--- src/rtl/tape_machine_execute_unit_top_defines.svh ---
// Assertion macros for the tape machine execute unit.
// Used by the top level only; expects clk and rst_n in scope.
`ifndef TAPE_MACHINE_EXECUTE_UNIT_TOP_DEFINES_SVH
`define TAPE_MACHINE_EXECUTE_UNIT_TOP_DEFINES_SVH

// Same-cycle implication.
`define TME_ASSERT_IMPL(lbl, ante, cons, msg) \
  lbl: assert property (@(posedge clk) disable iff (!rst_n) (ante) |-> (cons)) \
    else $error(msg);

// Next-cycle implication.
`define TME_ASSERT_NEXT(lbl, ante, cons, msg) \
  lbl: assert property (@(posedge clk) disable iff (!rst_n) (ante) |=> (cons)) \
    else $error(msg);

`endif

--- src/rtl/tme_queue.sv ---
// Short FIFO of decoded commands between front and back.
// No dependencies.
module tme_queue #(
  parameter int W     = 8,
  parameter int DEPTH = 2
) (
  input  logic         clk,
  input  logic         rst_n,
  input  logic         push,
  input  logic [W-1:0] push_data,
  input  logic         pop,
  output logic [W-1:0] head,
  output logic         full,
  output logic         empty
);

  localparam int AW = (DEPTH > 1) ? $clog2(DEPTH) : 1;
  localparam int CW = $clog2(DEPTH + 1);

  logic [W-1:0]  mem_r [DEPTH];
  logic [AW-1:0] wr_r, rd_r, wr_nxt, rd_nxt;
  logic [CW-1:0] cnt_r;

  assign wr_nxt = (wr_r == AW'(DEPTH - 1)) ? '0 : wr_r + 1'b1;
  assign rd_nxt = (rd_r == AW'(DEPTH - 1)) ? '0 : rd_r + 1'b1;
  assign head   = mem_r[rd_r];
  assign full   = (cnt_r == CW'(DEPTH));
  assign empty  = (cnt_r == '0);

  always_ff @(posedge clk) begin
    if (push) begin
      mem_r[wr_r] <= push_data;
    end
  end

  always_ff @(posedge clk) begin
    if (!rst_n) begin
      wr_r  <= '0;
      rd_r  <= '0;
      cnt_r <= '0;
    end else begin
      if (push) begin
        wr_r <= wr_nxt;
      end
      if (pop) begin
        rd_r <= rd_nxt;
      end
      case ({push, pop})
        2'b10:   cnt_r <= cnt_r + 1'b1;
        2'b01:   cnt_r <= cnt_r - 1'b1;
        default: cnt_r <= cnt_r;
      endcase
    end
  end

endmodule

--- config.mk ---
export PLATFORM = sky130hd
export DESIGN_NAME = tme_queue
export DESIGN_NICKNAME = d
export VERILOG_FILES = /design/src/rtl/tape_machine_execute_unit_top_defines.svh /design/src/rtl/tme_queue.sv
export SDC_FILE = /design/constraint.sdc
export NUM_CORES = 1
export LEC_CHECK = 0
export BUFFER_PORTS_ARGS = -buffer_cell sky130_fd_sc_hd__buf_4
export CORE_MARGIN = 2
export CORE_UTILIZATION = 35
export DETAILED_ROUTE_END_ITERATION = 8
export PLACE_DENSITY = 0.55
export SYNTH_ARGS = -nofsm -noshare
export SYNTH_HDL_FRONTEND = slang
export SYNTH_SLANG_ARGS = --single-unit
--- constraint.sdc ---
create_clock -name clk -period 2.57 [get_ports clk]
set_clock_uncertainty 0.05 [all_clocks]
set_input_delay 0.1285 -clock clk [delete_from_list [all_inputs] [get_ports clk]]
set_output_delay 0.1285 -clock clk [all_outputs]
set_load 0.005 [all_outputs]
==> flow_metrics.py <==
metrics = {
    "outcome": {
        "status": "complete, no violations",
    },
    "flow_run": {
        "drv_cap": 0,
    },
    "grt": {
        "grt.busiest_layer": "met2",
        "grt_max_degree": 12,
        "use_met1": 0.122,
        "grtUsageTotal": 0.103,
        "antenna_found_initial": 0,
        "use_met3": 0.0287,
        "grt_pass1_vias": 440,
        "grt_pass1_wl_um": 1900,
        "gr-usage-met2": 0.165,
        "grt_overflow_total": 0,
    },
    "clock_network": {
        "cts_buffers": 3,
        "clkLatencyLatePin_ns": 0.28,
        "tritoncts": "yes",
        "clkTransAtPathRegs_ns": 0.10,
        "h-tree-depth": 1,
        "cts_sinks": 21,
        "cts.path.max_buffers": 2,
        "clock-root-buffer": "clkbuf_4",
        "cts_setup_buffers": 0,
    },
    "critical_path": {
        "worstPathRequired_ns": 2.39,
        "rrSetupSlack_ns": 1.27,
        "crit_fanout": 8,
        "worstSetupEndpointType": "output port",
        "path_class": "flip-flop to output port",
        "arrival_ns": 1.37,
        "r2r-end": "mem_r[0][1]",
        "reg2reg_depth": 1,
        "worstReg2RegStart": "wr_r",
        "cp-start-kind": "flip-flop",
    },
    "routing": {
        "routed_wl_um": 1200,
        "drtIter0Drc": 7,
        "detail-route-antenna-nets": 0,
        "post_drt_wl_per_cell_um": 11.2,
        "drtPass1Iterations": 4,
        "num_vias": 469,
        "drcViolationCount": 0,
        "post_drt_via_cell_ratio": 4.38,
    },
    "timing": {
        "rsz0062_at_grt": "false",
        "worst_pin_slew_ns": 0.715,
        "fin_tns_setup_ns": 0,
        "slew_viol_final": 0,
        "fin_crit_sh": 0.604,
        "hold_viol": 0,
        "fmax_mhz": 644,
        "finalSetupViolCount": 0,
        "period_minus_slack_ns": 1.55,
        "maxSlewHeadroom": 0.522,
    },
    "synth": {
        "syn_inst": 47,
        "synth.distinct_cells": 16,
        "synth_top_area_share": 0.607,
        "yosys.area.top_type": "edfxtp_1",
        "ys_seq_area_frac": 0.733,
        "ys_ff_latch": 21,
        "avgSynthCellArea_um2": 16.9,
        "synth_fp_nets": 60,
        "synth_area_um2": 792,
        "synthTopCellsByArea": "edfxtp_1 61%, dfxtp_1 13%, mux2_2 11%",
        "synth_warnings": 0,
    },
    "power_and_ir_drop": {
        "p_per_area_nw_per_um2": 599,
        "peakVddDrop_mv": 0.400,
        "total_power_uw": 651,
        "total_leakage_power_nw": 0.422,
    },
    "final_layout": {
        "final_area_um2": 1090,
        "antenna_cells": 0,
        "register_area_um2": 581,
        "nets": 93,
        "drive_gt1_frac": 0.418,
        "fillers": 198,
        "layout_common_cells": "21 x buf_4, 16 x edfxtp_1, 8 x mux2_2, 8 x dlygate4sd3_1, 5 x dfxtp_1",
        "layout_commonest_cell": "buf_4",
        "syn_to_final_growth_pct": 37.1,
        "multi_input_area_um2": 203,
    },
    "placed_design": {
        "place.port_buffers": 21,
        "place.gp.congestion": 0.603,
        "post_dp_cell_area_um2": 980,
        "dp_hpwl_um": 845,
    },
    "worst_hold_path": {
        "hp-class": "input port to flip-flop",
        "hold_path_startpoint": "rst_n",
        "worst_hold_path.num_cells": 2,
        "hold_path_end": "wr_r",
    },
    "floorplan": {
        "core-area_um2": 2170,
        "die_area_um2": 2660,
        "start_util": 0.365,
        "die_width_um": 51.6,
        "num_io_pins": 22,
        "num_rows": 17,
        "dieHeight_um": 51.6,
    },
}
==> worst max path at each step <==
stage               startpoint           to  cells after the start  slack, ns
global placement          wr_r  mem_r[0][5]                      1       1.30
CTS                  flip-flop      head[6]                      2       0.98
finish               flip-flop      head[6]                      2       1.02
global route         flip-flop      head[6]                      2       0.93
detailed placement        wr_r  mem_r[0][5]                      1       1.27
floorplan                 wr_r  mem_r[0][0]                      1       1.44
==> cell usage after synthesis <==
cell type / count
ha_1: 1
dfxtp_1: 5
o21ai_0: 1
mux2_2: 8
and2_1: 4
inv_1: 1
xnor2_1: 2
o21a_1: 1
xor2_1: 1
or3_1: 1
and2b_2: 1
edfxtp_1: 16
nor2b_1: 1
a21boi_1: 1
buf_2: 1
nor2_1: 2
==> sequential cells by signal, summed over array words and instances (netlist names), named ones only <==
| signal | count |
|---|---|
| cnt_r | 2 |
| mem_r | 16 |
| wr_r | 1 |
| rd_r | 1 |
==> routing by layer <==
layer,share of wire,vias up
li1,-,234
met1,0.48,218
met2,0.45,15
met3,0.052,2
met4,0.014,0
met5,0,-
==> worst max-delay path: stages, from the launching register on <==
cell and delay [ns]:
dfxtp_1 0.56, mux2_2 0.39, buf_4 0.14
==> report_power, final <==
part / switching [mW] / total (mW) / internal, mW
logic: 0.0333 / 0.101 / 0.0676
clock network: 0.0873 / 0.147 / 0.0602
registers: 0.0140 / 0.402 / 0.388
total: 0.135 / 0.651 / 0.516
==> area by class of cell <==
| type | instances | share of cell area |
|---|---|---|
| inverter | 1 | 0.00346 |
| sequential | 21 | 0.535 |
| timing repair buffer | 29 | 0.219 |
| multi-input combinational | 24 | 0.187 |
| tap | 28 | 0.0323 |
| clock buffer | 4 | 0.0242 |
==> per-stage QoR <==
stage / util / setup WS [ns] / instances / hold WS (ns)
after floorplan: - / 1.44 / 47 / 0.177
after global placement: 0.452 / 1.30 / 95 / 0.265
after detailed placement: 0.452 / 1.27 / 95 / 0.267
after CTS: 0.501 / 0.978 / 107 / 0.0265
after global routing: 0.501 / 0.935 / 107 / 0.00410
final: 0.501 / 1.02 / 107 / 0.0296
==> what timing repair did <==
action | CTS | global route
endpoints found under the setup margin | 0 | 0
hold buffers | 8 | 0
endpoints found under the hold margin | 16 | 0
resized for setup | 0 | 0
==> cell families after synthesis <==
family / count (synthesis) / synth area share
AOI/OAI and AO/OA: 3 / 0.0253
adders and majority gates: 1 / 0.0158
buffers and inverters: 2 / 0.0110
and+or+nand+nor: 9 / 0.0679
DFF: 21 / 0.733
muxes: 8 / 0.114
xor gates and xnor gates: 3 / 0.0332
(Power assumes the default switching activity.)
