[config.mk]
export PLATFORM = sky130hd
export DESIGN_NAME = tme_front
export DESIGN_NICKNAME = d
export VERILOG_FILES = /design/src/rtl/tape_machine_execute_unit_top_defines.svh /design/src/rtl/tme_pkg.sv /design/src/rtl/tme_front.sv
export SDC_FILE = /design/constraint.sdc
export NUM_CORES = 1
export LEC_CHECK = 0
export BUFFER_PORTS_ARGS = -buffer_cell sky130_fd_sc_hd__buf_2
export CORE_ASPECT_RATIO = 1.2
export CORE_MARGIN = 8
export CORE_UTILIZATION = 45
export DETAILED_ROUTE_END_ITERATION = 6
export PLACE_DENSITY = 0.78
export SLEW_MARGIN = 5
export SYNTH_ARGS = -nofsm -noshare
export SYNTH_HDL_FRONTEND = slang
export SYNTH_SLANG_ARGS = --single-unit
[constraint.sdc]
create_clock -name clk -period 2.8 [get_ports clk]
set_input_delay 0.28 -clock clk [delete_from_list [all_inputs] [get_ports clk]]
set_output_delay 0.28 -clock clk [all_outputs]
set_load 0.01 [all_outputs]
[src/rtl/tape_machine_execute_unit_top_defines.svh]
// Assertion macros for the tape machine execute unit.
// Used by the top level only; expects clk and rst_n in scope.
`ifndef TAPE_MACHINE_EXECUTE_UNIT_TOP_DEFINES_SVH
`define TAPE_MACHINE_EXECUTE_UNIT_TOP_DEFINES_SVH

// Same-cycle implication.
`define TME_ASSERT_IMPL(lbl, ante, cons, msg) \
  lbl: assert property (@(posedge clk) disable iff (!rst_n) (ante) |-> (cons)) \
    else $error(msg);

// Next-cycle implication.
`define TME_ASSERT_NEXT(lbl, ante, cons, msg) \
  lbl: assert property (@(posedge clk) disable iff (!rst_n) (ante) |=> (cons)) \
    else $error(msg);

`endif

[src/rtl/tme_pkg.sv]
// Shared types and constants of the tape machine execute unit.
// No dependencies.
package tme_pkg;

  localparam logic [3:0] MODE_RIGHT   = 4'd0;
  localparam logic [3:0] MODE_RIGHT_N = 4'd1;
  localparam logic [3:0] MODE_LEFT    = 4'd2;
  localparam logic [3:0] MODE_LEFT_N  = 4'd3;
  localparam logic [3:0] MODE_INC     = 4'd4;
  localparam logic [3:0] MODE_ADD     = 4'd5;
  localparam logic [3:0] MODE_DEC     = 4'd6;
  localparam logic [3:0] MODE_SUB     = 4'd7;
  localparam logic [3:0] MODE_PRINT   = 4'd8;
  localparam logic [3:0] MODE_STORE   = 4'd9;
  localparam logic [3:0] MODE_JUMP    = 4'd10;
  localparam logic [3:0] MODE_JZ      = 4'd11;

  typedef enum logic [2:0] {
    OP_NONE,
    OP_ADD,
    OP_SET,
    OP_PRINT,
    OP_JUMP,
    OP_JZ
  } op_t;

  typedef struct packed {
    op_t         op;
    logic [7:0]  operand;
    logic [15:0] target;
  } cmd_t;

  typedef struct packed {
    logic        printed;
    logic [7:0]  obyte;
    logic        take;
    logic [15:0] tgt;
  } res_t;

  localparam int QDEPTH    = 2;
  localparam int OUT_DEPTH = 4;
  localparam int OCNT_W    = $clog2(OUT_DEPTH + 1);

  typedef struct packed {
    logic              clearing;
    logic              e2_v;
    logic [OCNT_W-1:0] ocount;
  } back_stat_t;

endpackage

[src/rtl/tme_front.sv]
// Front end: decodes modes, owns the cell pointer, emits commands.
// Depends on tme_pkg.
module tme_front #(
  parameter int TAPE_CELLS        = 32768,
  parameter int PROGRAM_ADDR_BITS = 16
) (
  input  logic                          clk,
  input  logic                          rst_n,
  input  logic                          acc,
  input  logic [3:0]                    mode,
  input  logic [7:0]                    amount,
  input  logic [15:0]                   target,
  input  logic [7:0]                    in_byte,
  output tme_pkg::cmd_t                 cmd,
  output logic [$clog2(TAPE_CELLS)-1:0] addr
);

  import tme_pkg::*;

  localparam int PTR_W = $clog2(TAPE_CELLS);
  localparam int SW    = ((PTR_W > 8) ? PTR_W : 8) + 1;
  localparam logic [SW-1:0] CELLS = SW'(TAPE_CELLS);
  localparam logic [15:0] TGT_MASK = (PROGRAM_ADDR_BITS >= 16) ? 16'hFFFF :
                                     16'((32'd1 << PROGRAM_ADDR_BITS) - 32'd1);

  logic [PTR_W-1:0] ptr_r, ptr_nxt;
  logic [7:0]       rem;

  function automatic logic [PTR_W-1:0] step_right(input logic [PTR_W-1:0] p,
                                                  input logic [SW-1:0] d);
    logic [SW-1:0] s;
    s = SW'(p) + d;
    if (s >= CELLS) s = s - CELLS;
    return s[PTR_W-1:0];
  endfunction

  function automatic logic [PTR_W-1:0] step_left(input logic [PTR_W-1:0] p,
                                                 input logic [SW-1:0] d);
    logic [SW-1:0] s;
    s = SW'(p) + CELLS - d;
    if (s >= CELLS) s = s - CELLS;
    return s[PTR_W-1:0];
  endfunction

  // reduce amount modulo the tape size
  always_comb begin
    rem = amount;
    for (int k = 7; k >= 0; k--) begin
      if ((TAPE_CELLS << k) < 256) begin
        if (rem >= 8'(TAPE_CELLS << k)) rem = rem - 8'(TAPE_CELLS << k);
      end
    end
  end

  always_comb begin
    cmd     = '{op: OP_NONE, operand: 8'd0, target: 16'd0};
    ptr_nxt = ptr_r;
    unique case (mode) inside
      MODE_RIGHT:   ptr_nxt = step_right(ptr_r, SW'(1));
      MODE_RIGHT_N: ptr_nxt = step_right(ptr_r, SW'(rem));
      MODE_LEFT:    ptr_nxt = step_left(ptr_r, SW'(1));
      MODE_LEFT_N:  ptr_nxt = step_left(ptr_r, SW'(rem));
      MODE_INC: begin
        cmd.op      = OP_ADD;
        cmd.operand = 8'd1;
      end
      MODE_ADD: begin
        cmd.op      = OP_ADD;
        cmd.operand = amount;
      end
      MODE_DEC: begin
        cmd.op      = OP_ADD;
        cmd.operand = 8'hFF;
      end
      MODE_SUB: begin
        cmd.op      = OP_ADD;
        cmd.operand = ~amount + 8'd1;
      end
      MODE_PRINT: cmd.op = OP_PRINT;
      MODE_STORE: begin
        cmd.op      = OP_SET;
        cmd.operand = in_byte;
      end
      MODE_JUMP: begin
        cmd.op     = OP_JUMP;
        cmd.target = target & TGT_MASK;
      end
      MODE_JZ: begin
        cmd.op     = OP_JZ;
        cmd.target = target & TGT_MASK;
      end
      default: ;
    endcase
  end

  assign addr = ptr_r;

  always_ff @(posedge clk) begin
    if (!rst_n) begin
      ptr_r <= '0;
    end else if (acc) begin
      ptr_r <= ptr_nxt;
    end
  end

endmodule

==> results of run 1 <==
[metal layers]
metal	up-vias	GRT usage, %
li1	1238	-
met1	1126	21.4
met2	97	36.3
met3	15	4.28
met4	0	8.08
met5	-	0
[cells in the final DEF, fill, tap and decap left out, types with 3 or more instances in the layout]
master                     netlist  layout
sky130_fd_sc_hd__a311oi_1        3       3
sky130_fd_sc_hd__or3_1           3       3
sky130_fd_sc_hd__buf_4           0      29
sky130_fd_sc_hd__and2_1         18      18
sky130_fd_sc_hd__clkbuf_8        0       3
sky130_fd_sc_hd__nand3_1         5       5
sky130_fd_sc_hd__nand2b_1        8       8
sky130_fd_sc_hd__xnor2_1        14      14
sky130_fd_sc_hd__a221o_1         5       5
sky130_fd_sc_hd__nor2_1         24      24
sky130_fd_sc_hd__nand2_1        38      38
sky130_fd_sc_hd__a21oi_1        25      25
sky130_fd_sc_hd__o21a_1          5       5
sky130_fd_sc_hd__and3_1          9       9
sky130_fd_sc_hd__nor3_1          8       8
sky130_fd_sc_hd__a211oi_1        7       7
sky130_fd_sc_hd__a21o_1          4       4
sky130_fd_sc_hd__inv_1          11      11
sky130_fd_sc_hd__buf_2           0      80
sky130_fd_sc_hd__o21ai_1         3       3
sky130_fd_sc_hd__ha_1           19      19
sky130_fd_sc_hd__o21ai_0        16      16
sky130_fd_sc_hd__dfxtp_1        15      15
sky130_fd_sc_hd__xor2_1          3       3
[layout make-up]
type | instances | area (um2) | share of cell area, %
clock buffers | 4 | 45.0 | 1.65
inverters | 12 | 45.0 | 1.65
multi-input cells | 249 | 1640 | 60.3
flip-flops and latches | 15 | 300 | 11.0
well taps | 58 | 72.6 | 2.66
repair buffers | 109 | 618 | 22.7
[worst paths after layout]
kind / slack, ps / end / from
setup / recovery: 230 / addr[14]$_SDFFE_PN0P_ / mode[2]
hold / removal: 340 / addr[11]$_SDFFE_PN0P_ / rst_n
setup reg to reg: 350 / addr[14]$_SDFFE_PN0P_ / addr[0]$_SDFFE_PN0P_
hold reg to reg: 530 / addr[14]$_SDFFE_PN0P_ / addr[14]$_SDFFE_PN0P_
[through the flow]
step | cell area, um2 | TNS, ps | total power, W | utilization, %
detailed placement | 2680 | -8.54 | 0.000514 | 60.1
finish | 2720 | 0 | 0.000699 | 61.1
floorplan | 2030 | 0 | 0.000396 | -
CTS | 2720 | 0 | 0.000702 | 61.1
global route | 2720 | 0 | 0.000744 | 61.1
global placement | 2680 | 0 | 0.000510 | 60.1
[worst max-delay path: cells and delay by family]
kind / cells / cell delay, ps
compound gates: 4 / 1110
simple gates: 4 / 640
fa+ha+maj: 1 / 430
xor+xnor: 1 / 150
buf+inv: 1 / 110
[power breakdown]
group          internal (W)  switching, W  leakage [nW]
Sequential         0.000219    0.00000888         0.122
Clock              0.000101     0.0000855        0.0228
Combinational      0.000131      0.000153          1.22
[cells by family (layout without fill, tap and decap cells)]
group	after synthesis	count (layout)	share of synthesized area (%)
AOI/OAI and AO/OA	84	84	27.9
and+or+nand+nor	125	125	30.9
xor gates and xnor gates	17	17	7.32
adders and majority gates	21	21	13.7
muxes	2	2	0.985
buffers and inverters	22	125	4.43
DFF	15	15	14.8
==> results.txt, run 1 <==
The number of nets in the layout came out at 450. The number of global-route vias before repair came out at 2450. The worst voltage drop across the vdd grid is 0.000208 V. Among all flip-flop cells after synthesis, the most frequent one is sky130_fd_sc_hd__dfxtp_1. Routability-driven placement finished with a final weighted congestion of 0.959. The flip-flop count of the largest register, all copies and words added came out at 15. The number of I/O pins is 81. The critical path class is input port to flip-flop. Of all nets on the critical path, the largest fanout is 6.

The worst endpoint data arrival time came out at between 2000 and 3000 ps. Setup slack on the critical path of the routed design comes to 232 ps. The uppermost signal routing layer after detailed routing is met4. The post-placement worst setup slack came out at -7.58 ps. The number of sinks on the clock net came out at 15.

The global-route usage over all layers came out at 19.6%. The detailed-route via count came out at between 2000 and 2500. The total of warnings raised by yosys is 0. The detailed-route wire length is around 6800 um. The number of antenna violations at the first check in global routing is 0. The most numerous cell type found on the critical path is sky130_fd_sc_hd__nor2_1. Of all cell types, the one taking the most synthesized area is sky130_fd_sc_hd__dfxtp_1. The final critical path takes up a little over 90% of the cycle. The number of instances in the synthesized netlist is 286. Yosys instantiated no cell more often than sky130_fd_sc_hd__nand2_1. The fmax is 0.389 GHz.

The maximum clock insertion buffer count came out at 2. STA puts the critical path data required time at 2940 ps. The number of placement rows is 27. In the final routed layout, each cell accounts on average for 15.3 um. In this run the remaining antenna-violating nets after routing total 0. Buffers added to address setup during post-CTS repair amount to 0. The post-route netlist has between 30 and 40% of its cells at a drive strength greater than 1. Sorting the synthesized cells by area gives the leading types as sky130_fd_sc_hd__dfxtp_1, sky130_fd_sc_hd__ha_1, sky130_fd_sc_hd__nand2_1. The sum of met2 wire segment lengths after detailed routing came out at 3420 um. Using the TritonRoute via totals, the vias-per-cell ratio works out to 5.54. The number of design rule violations left after detail routing came out at 0. The placeable core region came out at about 4500 um2. For this design the static power due to leakage is 1.36 nW. The final number of max-transition violations is 0. The final hold violation count is 0. After synthesis, the share of flip-flops with an asynchronous set or reset is 0%. The floorplan step set the die width to 77.4 um.

The worst-case clock skew is 4.36 ps. After layout, the minimum clock period comes to approximately 2600 ps. The CTS H-tree depth came out at 1. The share of the Yosys chip area taken by registers is 14.8%. The synthesized netlist contains 48 unique library cells. The flop and latch count out of synthesis is 15. In this run, the number of DRC markers left after iteration 0 of detailed routing was 135. On the final layout, the worst hold slack is roughly 340 ps. The pin count of the biggest net entering global routing came out at 18.

After synthesis, the largest area contributor takes up 14.8% of total cell area. TritonCTS built the clock tree. 0 antenna diodes ended up in the layout. The latest clock arrival within the worst-skew pair is roughly 250 ps. The full die area came out at 6930 um2. The height of the chip came out at ~90 um. Sorting the synthesized cells by how often they occur yields sky130_fd_sc_hd__nand2_1, sky130_fd_sc_hd__a21oi_1, sky130_fd_sc_hd__nor2_1.

The power density of the placed cells is approximately 260 nW/um2. The stage delay of the slowest cell on the critical path is 430 ps. Summed over all nets, wire length on met3 after detailed routing comes to just under 500 um. The run finished with clean final reports. The number of port buffers came out at 80. The synthesis-to-finish area growth came out at 34.0%. After synthesis, the mean cell area works out to approximately 7.1 um2. Along the worst hold path, the cell count comes to 2.

The starting density of the core came out at 45.6%. The slew at the pin with the worst max-slew slack came out at 672 ps. The post-route met1 wirelength came out at around 2800 um. Including well taps, the total number of placed cells is 443. The non-filler instance count after layout is 447. The number of filler instances in the final layout came out at 441. The sum of overflow across all layers after global routing came out at 0.

Setup violations remaining at the end of the flow were counted as 0. The number of iterations in the first detailed-routing pass came out at 4. Counting cells, the worst reg-to-reg path comes to 10. The number of clock buffers inserted by TritonCTS is 3.

The buffer type at the clock tree root is sky130_fd_sc_hd__clkbuf_8. After clock tree synthesis, the clock-pin slew on the worst setup and hold paths is 60 ps. When the netlist entered floorplanning its net count stood at 346. The worst setup path is captured at a flip-flop.

The worst max-slew margin expressed relative to the limit is 55.0%. Max-cap violations in this run came to 0. The area of the mapped netlist came out at 2030 um2. Counting flops with a built-in enable in the synthesized netlist gives 0. The count of cells resized by post-cts repair is 0. Walking the worst path, the cells encountered are buf_2, nor2_1, and3_1, nand2_1, fa_1, a21o_1, a221oi_2, o2111ai_1, o32ai_2, xnor2_1, nor2_1. The slowest stage of the critical path belongs to the cell sky130_fd_sc_hd__fa_1. The first-pass GRT wire length is 11300 um.

The wire-length estimate of the detail-placed layout is 5590 um. Setup repair after global routing left no endpoint under its margin. STA classifies the critical path startpoint as an input port. The tightest min-delay check is of the input port to flip-flop type. The cts-stage hold buffer count came out at 0.
(Power assumes the default switching activity.)
==> run 2: changes to the inputs <==
--- a/config.mk
+++ b/config.mk
@@ -7,7 +7,7 @@
 export LEC_CHECK = 0
 export BUFFER_PORTS_ARGS = -buffer_cell sky130_fd_sc_hd__buf_2
 export CORE_ASPECT_RATIO = 1.2
-export CORE_MARGIN = 8
+export CORE_MARGIN = 2
 export CORE_UTILIZATION = 45
 export DETAILED_ROUTE_END_ITERATION = 6
 export PLACE_DENSITY = 0.78
==> run 2 against run 1 <==
  * Core utilization up 2.3 points
  * Sequential share of layout area is essentially flat
  * Routed wire length shrank 6.5%
  * Sequential cell count unchanged
  * Register-to-register slack better by 30 ps
  * First-iteration DRC count down 33%
  * Clock power hardly changed
  * Via count increased by 0.28%
  * Worst setup slack got worse by 2.0 ps
  * Non-clock buffer count shrank 1
  * Highest routed layer unchanged
==> results.txt, run 2 (same netlist as run 1, synthesis figures left out) <==
The synthesis-to-finish area growth came out at 33.8%. The number of placement rows is 26 (-3.7%). The number of design rule violations left after detail routing came out at 0 (unchanged). The number of filler instances in the final layout came out at 418 (-5.2%). The worst max-slew margin expressed relative to the limit is 49.0% (-6.0 points).

The final number of max-transition violations came out at 0 (unchanged). The leakage power total is 1.36 nW (about the same). The area used by sequential logic in the layout came out at 300 um2 (unchanged). The height of the chip is 77.6 um (-13%).

The buffers plus inverters on the worst setup path came out at 1 (unchanged). The latest clock arrival within the worst-skew pair is 260 ps (about the same). The share of cells above drive strength 1 came out at 30.9% (+0.34 points).

The slew at the pin with the worst max-slew slack came to 759 ps (+86.6 ps). The remaining antenna violation count is 0 (unchanged). TritonCTS built the clock tree. The global-route usage over all layers came out at 25.5% (+5.9 points). The cts-stage hold buffer count was 0 (unchanged). The category of cells accounting for the largest share of critical-path delay is compound AO/OA/AOI/OAI gates. The worst hold path begins at rst_n. For this design, the slowest cell found on the critical path is sky130_fd_sc_hd__fa_1.

The element type at the critical path start is an input port. The number of nets in the layout came out at 449 (-0.22%). The worst register-to-register path begins at addr[0]$_SDFFE_PN0P_. The number of clock buffers inserted by TritonCTS came out at 3 (unchanged). Leaving out fill and tap cells, the most frequent cell in the layout is sky130_fd_sc_hd__buf_2.

The footprint of the multi-input gates came out at 1650 um2 (+0.30%). The power density of the placed cells is 257 nW/um2 (+0.29%). The path depth of the worst reg2reg path came out at 10 (unchanged). The number of sinks on the clock net was 15 (unchanged). The flip-flop count of the largest register, all copies and words added came to 15 (unchanged). The stage delay of the slowest cell on the critical path came to 430 ps (about the same). The per-cell routed wire length is 14.4 um (-5.9%). The CTS H-tree depth is 1 (unchanged).

The worst voltage drop across the vdd grid is 0.000144 V (-31%). The placed standard-cell area came out at 2670 um2 (-0.37%). Counting stages on the worst path, the most repeated cell is sky130_fd_sc_hd__a221oi_2. The worst setup margin came out at 230 ps (-2.05 ps). The final weighted congestion of routability-driven global placement came out at 0.889 (-7.3%). The detailed-route via count came to 2483 (+0.28%).

The maximum clock insertion buffer count is 2 (unchanged). The full die area was 5070 um2 (-27%). The placeable core region is 4290 um2 (-3.7%). The average vias per placed instance came out at 5.59 (+0.96%). The shortest period the worst path allows came out at 2570 ps (+2.05 ps). In the layout the commonest cells are sky130_fd_sc_hd__buf_2, sky130_fd_sc_hd__nand2_1, sky130_fd_sc_hd__buf_4. Setup repair after global routing left no endpoint under its margin. The first-pass GRT wire length came out at 10400 um (-8.4%). The number of port buffers was 80 (unchanged). The violation count after the first detailed-routing iteration is 91 (-33%). The final clock period utilization by the worst path was 91.8% (about the same). The highest net fanout along the worst path came out at 6 (unchanged). The hold path depth is 2 (unchanged). The final antenna diode count came out at 0 (unchanged). The number of antenna violations at the first check in global routing is 0 (unchanged). The run finished with clean final reports.

The startpoint of the worst setup timing path is mode[2]. The pin count of the biggest net entering global routing came out at 18 (unchanged). The class of the most critical hold timing path is input port to flip-flop. The final HPWL from detailed placement is 5180 um (-7.4%).

The fmax is 0.389 GHz (about the same). The final hold violation count is 0 (unchanged). The endpoint class of the critical path is a flip-flop.

The data required time at the worst endpoint is 2950 ps (about the same). The worst endpoint data arrival time came out at 2720 ps (+20 ps). The buffer type at the clock tree root is sky130_fd_sc_hd__clkbuf_8. The post-CTS clock slew at the launch and capture registers of the worst setup and hold paths is 70 ps (about the same). The post-placement worst setup slack is -2.28 ps (+5.31 ps). The signal on the critical path passes through buf_2, nor2_1, and3_1, nand2_1, fa_1, a21o_1, a221oi_2, o21ai_1, a221oi_2, a21bo_2, a21oi_1. The number of global-route vias before repair was 2361 (-3.6%). The starting density of the core came out at 47.3% (+1.8 points). The number of failing setup endpoints in the final timing report is 0 (unchanged). The number of maximum-capacitance violations came to 0 (unchanged).

The critical path in this run is classified as input port to flip-flop. The critical path depth in cells came out at 11 (unchanged). The worst-case clock skew was 7.01 ps (+2.65 ps). The detailed-route wire length came to 6380 um (-6.5%). The die boundary width is 65.4 um (-16%). The number of iterations in the first detailed-routing pass came out at 4 (unchanged).

The number of I/O pins came out at 81 (unchanged). The sum of overflow across all layers after global routing came out at 0 (unchanged). The number of post-CTS setup repair buffers is 0 (unchanged). The post-route cell area is 2720 um2 (-0.14%).
-- run 2: area by class of cell --
cell class | count | share of cell area [%]
timing repair buffer | 108 | 22.4
clock buffer | 3 | 1.52
clock inverter | 1 | 0.184
multi-input combinational | 249 | 60.6
inverter | 12 | 1.66
tap | 56 | 2.58
sequential | 15 | 11.0
-- run 2: report_power, final --
part           switching (W)  internal (W)  leakage (nW)
clock              0.0000882     0.0000989        0.0255
sequential        0.00000970      0.000219         0.122
combinational       0.000152      0.000132          1.21
-- run 2: worst register-to-register path: stages (launching register included) --
cell and delay, ps:
sky130_fd_sc_hd__dfxtp_1 360, sky130_fd_sc_hd__inv_1 80, sky130_fd_sc_hd__ha_1 160, sky130_fd_sc_hd__inv_1 50
sky130_fd_sc_hd__fa_1 380, sky130_fd_sc_hd__a21o_1 220, sky130_fd_sc_hd__a221oi_2 310, sky130_fd_sc_hd__o21ai_1 130
sky130_fd_sc_hd__a221oi_2 390, sky130_fd_sc_hd__a21bo_2 190, sky130_fd_sc_hd__a21oi_1 50
-- run 2: what timing repair did --
action                                 4_1_cts  5_1_grt
endpoints found under the hold margin        0        0
setup endpoints to repair                    0        1
resized for setup                            0        1
-- run 2: through the flow --
step                util (%)  setup TNS, ps  instances  power (W)  hold slack (ps)
floorplan                  -              0        286   0.000396              538
global placement        62.2              0        440   0.000510              507
detailed placement      62.2          -3.62        440   0.000514              516
CTS                     63.2              0        444   0.000705              327
global route            63.3              0        444   0.000741              343
finish                  63.3              0        444   0.000700              336
-- run 2: final timing paths --
check                          endpoint  slack [ps]
setup / recovery  addr[12]$_SDFFE_PN0P_         230
hold / removal    addr[11]$_SDFFE_PN0P_         340
setup reg to reg  addr[12]$_SDFFE_PN0P_         380
hold reg to reg   addr[14]$_SDFFE_PN0P_         530
-- run 2: metal layers --
layer / up-vias / track usage [%] / part of all wire [%]
met3: 17 / 2.61 / 7.6
met1: 1121 / 30.6 / 40
met5: - / 0 / 0
met2: 107 / 45.7 / 50
met4: 0 / 10.2 / 2.7
li1: 1238 / - / -
==> run 3: changes to the inputs <==
--- a/config.mk
+++ b/config.mk
@@ -6,11 +6,13 @@
 export NUM_CORES = 1
 export LEC_CHECK = 0
 export BUFFER_PORTS_ARGS = -buffer_cell sky130_fd_sc_hd__buf_2
+export CELL_PAD_IN_SITES_DETAIL_PLACEMENT = 1
+export CELL_PAD_IN_SITES_GLOBAL_PLACEMENT = 1
 export CORE_ASPECT_RATIO = 1.2
-export CORE_MARGIN = 2
-export CORE_UTILIZATION = 45
+export CORE_UTILIZATION = 31
 export DETAILED_ROUTE_END_ITERATION = 6
-export PLACE_DENSITY = 0.78
+export PLACE_DENSITY_LB_ADDON = 0.1
+export SETUP_SLACK_MARGIN = 0.4
 export SLEW_MARGIN = 5
 export SYNTH_ARGS = -nofsm -noshare
 export SYNTH_HDL_FRONTEND = slang
==> run 3 against run 2 <==
  * Die area increased by 36%
  * First-iteration DRC count shrank 35%
  * Hold slack worse by 3.7 ps
  * Via count up 0.85%
  * Register-to-register slack gained 90 ps
  * Sequential cell count stayed put
  * Cell area rose by 6.7%
  * Worst setup slack better by 200 ps
  * Routed wire length up 20%
  * Power grew 6.2%
  * Combinational power rose by 13%
==> results.txt, run 3 (same netlist as run 1, synthesis figures left out) <==
The final number of max-transition violations is 0 (unchanged). The setup TNS after final layout is 0 ps (unchanged). The power density of the placed cells is 256 nW/um2 (-0.51%). The number of failing setup endpoints in the final timing report came out at 0 (unchanged).

The highest net fanout along the worst path came to 8 (+2). The cts-stage hold buffer count is 0 (unchanged). The placeable core region is 6170 um2 (+44%). STA classifies the critical path startpoint as an input port. Compared with the post-synthesis result, the final layout area differs by 42.8%. The number of placement rows is 31 (+19%). The share of cells above drive strength 1 is 37.6% (+6.6 points). The critical path class is input port to flip-flop.

The worst max-slew margin expressed relative to the limit came out at 52.6% (+3.6 points). The number of iterations in the first detailed-routing pass is 5 (+1). The worst setup path is captured at a flip-flop. The buffers plus inverters on the worst setup path is 4 (+3).

The shortest period the worst path allows is 2370 ps (-202 ps). The largest individual stage delay along the critical path comes from the cell sky130_fd_sc_hd__fa_2. The final antenna diode count came out at 0 (unchanged). The post-route cell area was 2900 um2 (+6.7%). The stage delay of the slowest cell on the critical path is 360 ps (-70 ps). The startpoint identified for the worst register-to-register timing path is addr[0]$_SDFFE_PN0P_. The hold path depth came out at 2 (unchanged). The slack of the worst reg-to-reg path is 470 ps (+90 ps). The tree is rooted in a sky130_fd_sc_hd__clkbuf_8. The non-filler instance count after layout was 468 (+5.4%). The CTS H-tree depth is 1 (unchanged). The pin count of the biggest net entering global routing was 18 (unchanged).

The latest clock arrival within the worst-skew pair is 260 ps (about the same). The die boundary width was 75.9 um (+16%). The path depth of the worst reg2reg path came out at 11 (+1).

The most common cell after layout, fill and taps aside is sky130_fd_sc_hd__buf_2. The slew at the pin with the worst max-slew slack came out at 708 ps (-50.4 ps). The violation count after the first detailed-routing iteration is 59 (-35%). The number of clock buffers inserted by TritonCTS is 3 (unchanged). The number of port buffers is 80 (unchanged). The number of I/O pins is 81 (unchanged). The height of the chip is 90.7 um (+17%). The first-pass GRT wire length came to 12400 um (+20%). Walking the worst path, the cells encountered are buf_8, buf_12, and3_4, nand2_4, ha_4, inv_2, fa_2, a21o_1, a221oi_4, o21ai_2, a221oi_2, buf_4, a21bo_2, a21oi_2.

The number of maximum-capacitance violations is 0 (unchanged). TritonCTS built the clock tree. The final HPWL from detailed placement came out at 6100 um (+18%). The per-cell routed wire length came out at 16.4 um (+14%). The flip-flop count of the largest register, all copies and words added was 15 (unchanged). The data required time at the worst endpoint was 2940 ps (about the same). The leakage power total came to 1.38 nW (+1.5%). The top cell types in the final layout, fill and taps aside, are sky130_fd_sc_hd__buf_2, sky130_fd_sc_hd__nand2_1, sky130_fd_sc_hd__buf_4. The remaining antenna violation count is 0 (unchanged). The number of design rule violations left after detail routing came out at 0 (unchanged). The detailed-route wire length came out at 7690 um (+20%). The number of filler instances in the final layout is 834 (+100%). The flow ran to the end, and the final reports show no timing, DRC or antenna violations.

The full die area is 6890 um2 (+36%). The worst-case clock skew is 6.69 ps (-0.320 ps). The sum of overflow across all layers after global routing came out at 0 (unchanged). The number of nets in the layout is 447 (-0.45%). The placed standard-cell area came out at 2630 um2 (-1.5%).

The class of the most critical hold timing path is input port to flip-flop. The global-route usage over all layers is 22.4% (-3.1 points). The starting density of the core came to 33.0% (-14 points). The average vias per placed instance is 5.35 (-4.3%). The worst voltage drop across the vdd grid came out at 0.000114 V (-21%).

The worst endpoint data arrival time is 2510 ps (-210 ps). The detailed-route via count came out at 2504 (+0.85%). The worst hold path begins at rst_n.

The number of global-route vias before repair came out at 2479 (+5.0%). The worst reg2reg path endpoint is addr[12]$_SDFFE_PN0P_. Setup repair after global routing could not meet its margin everywhere. The maximum clock insertion buffer count came out at 2 (unchanged). The cell family contributing the most delay on the critical path is compound AO/OA/AOI/OAI gates. The post-placement cell count was 452 (+2.7%). The final weighted congestion of routability-driven global placement is 0.876 (-1.4%). The worst hold path terminates at addr[11]$_SDFFE_PN0P_. The post-CTS clock slew at the launch and capture registers of the worst setup and hold paths came out at 70 ps (about the same).

The number of antenna violations at the first check in global routing is 0 (unchanged). The post-route total power is 0.000744 W (+6.2%). The number of sinks on the clock net came out at 15 (unchanged). The fmax is 0.422 GHz (+8.5%). The final hold violation count came out at 0 (unchanged). The final clock period utilization by the worst path is 84.6% (-7.2 points).
-- run 3: routing by layer --
metal  up-vias  part of all wire [%]  track usage, %
met3        13                   3.3            2.32
li1       1226                     -               -
met4         0                   1.9            7.05
met5         -                     0               0
met1      1191                    44            26.3
met2        74                    51            42.0
-- run 3: per-stage QoR --
| step | setup slack [ps] | util [%] | hold slack [ps] |
|---|---|---|---|
| global route | 349 | 47.1 | 350 |
| finish | 432 | 47.1 | 333 |
| detailed placement | 38.1 | 42.6 | 520 |
| CTS | 381 | 44.4 | 329 |
| floorplan | 271 | - | 538 |
| global placement | 108 | 42.6 | 510 |
-- run 3: how the worst max path moves through the flow --
stage	cells past startpoint	endpoint	slack [ps]	startpoint
after floorplan	13	addr[12]$_SDFFE_PN0P_	270	mode[1]
after global placement	14	addr[7]$_SDFFE_PN0P_	110	mode[1]
after detailed placement	13	addr[12]$_SDFFE_PN0P_	40	mode[1]
after CTS	12	addr[13]$_SDFFE_PN0P_	380	mode[2]
after global routing	14	addr[12]$_SDFFE_PN0P_	350	mode[2]
final	14	addr[12]$_SDFFE_PN0P_	430	mode[1]
-- run 3: layout make-up --
cell class | count | area, um2 | share of cell area (%)
clock buffer | 4 | 45.0 | 1.55
inverter | 12 | 45.0 | 1.55
multi-input combinational | 249 | 1790 | 61.6
sequential | 15 | 303 | 10.4
tap | 82 | 103 | 3.53
timing repair buffer | 106 | 621 | 21.4
-- run 3: timing repair --
action,CTS,global route
setup buffers,3,9
endpoints found under the hold margin,0,0
gates resized for setup,7,29
pin swaps,5,10
setup endpoints to repair,7,9
-- run 3: where the power goes --
part	internal, W	leakage (nW)	switching (W)
clock	0.000101	0.0228	0.0000920
combinational	0.000148	1.23	0.000173
sequential	0.000220	0.123	0.00000951
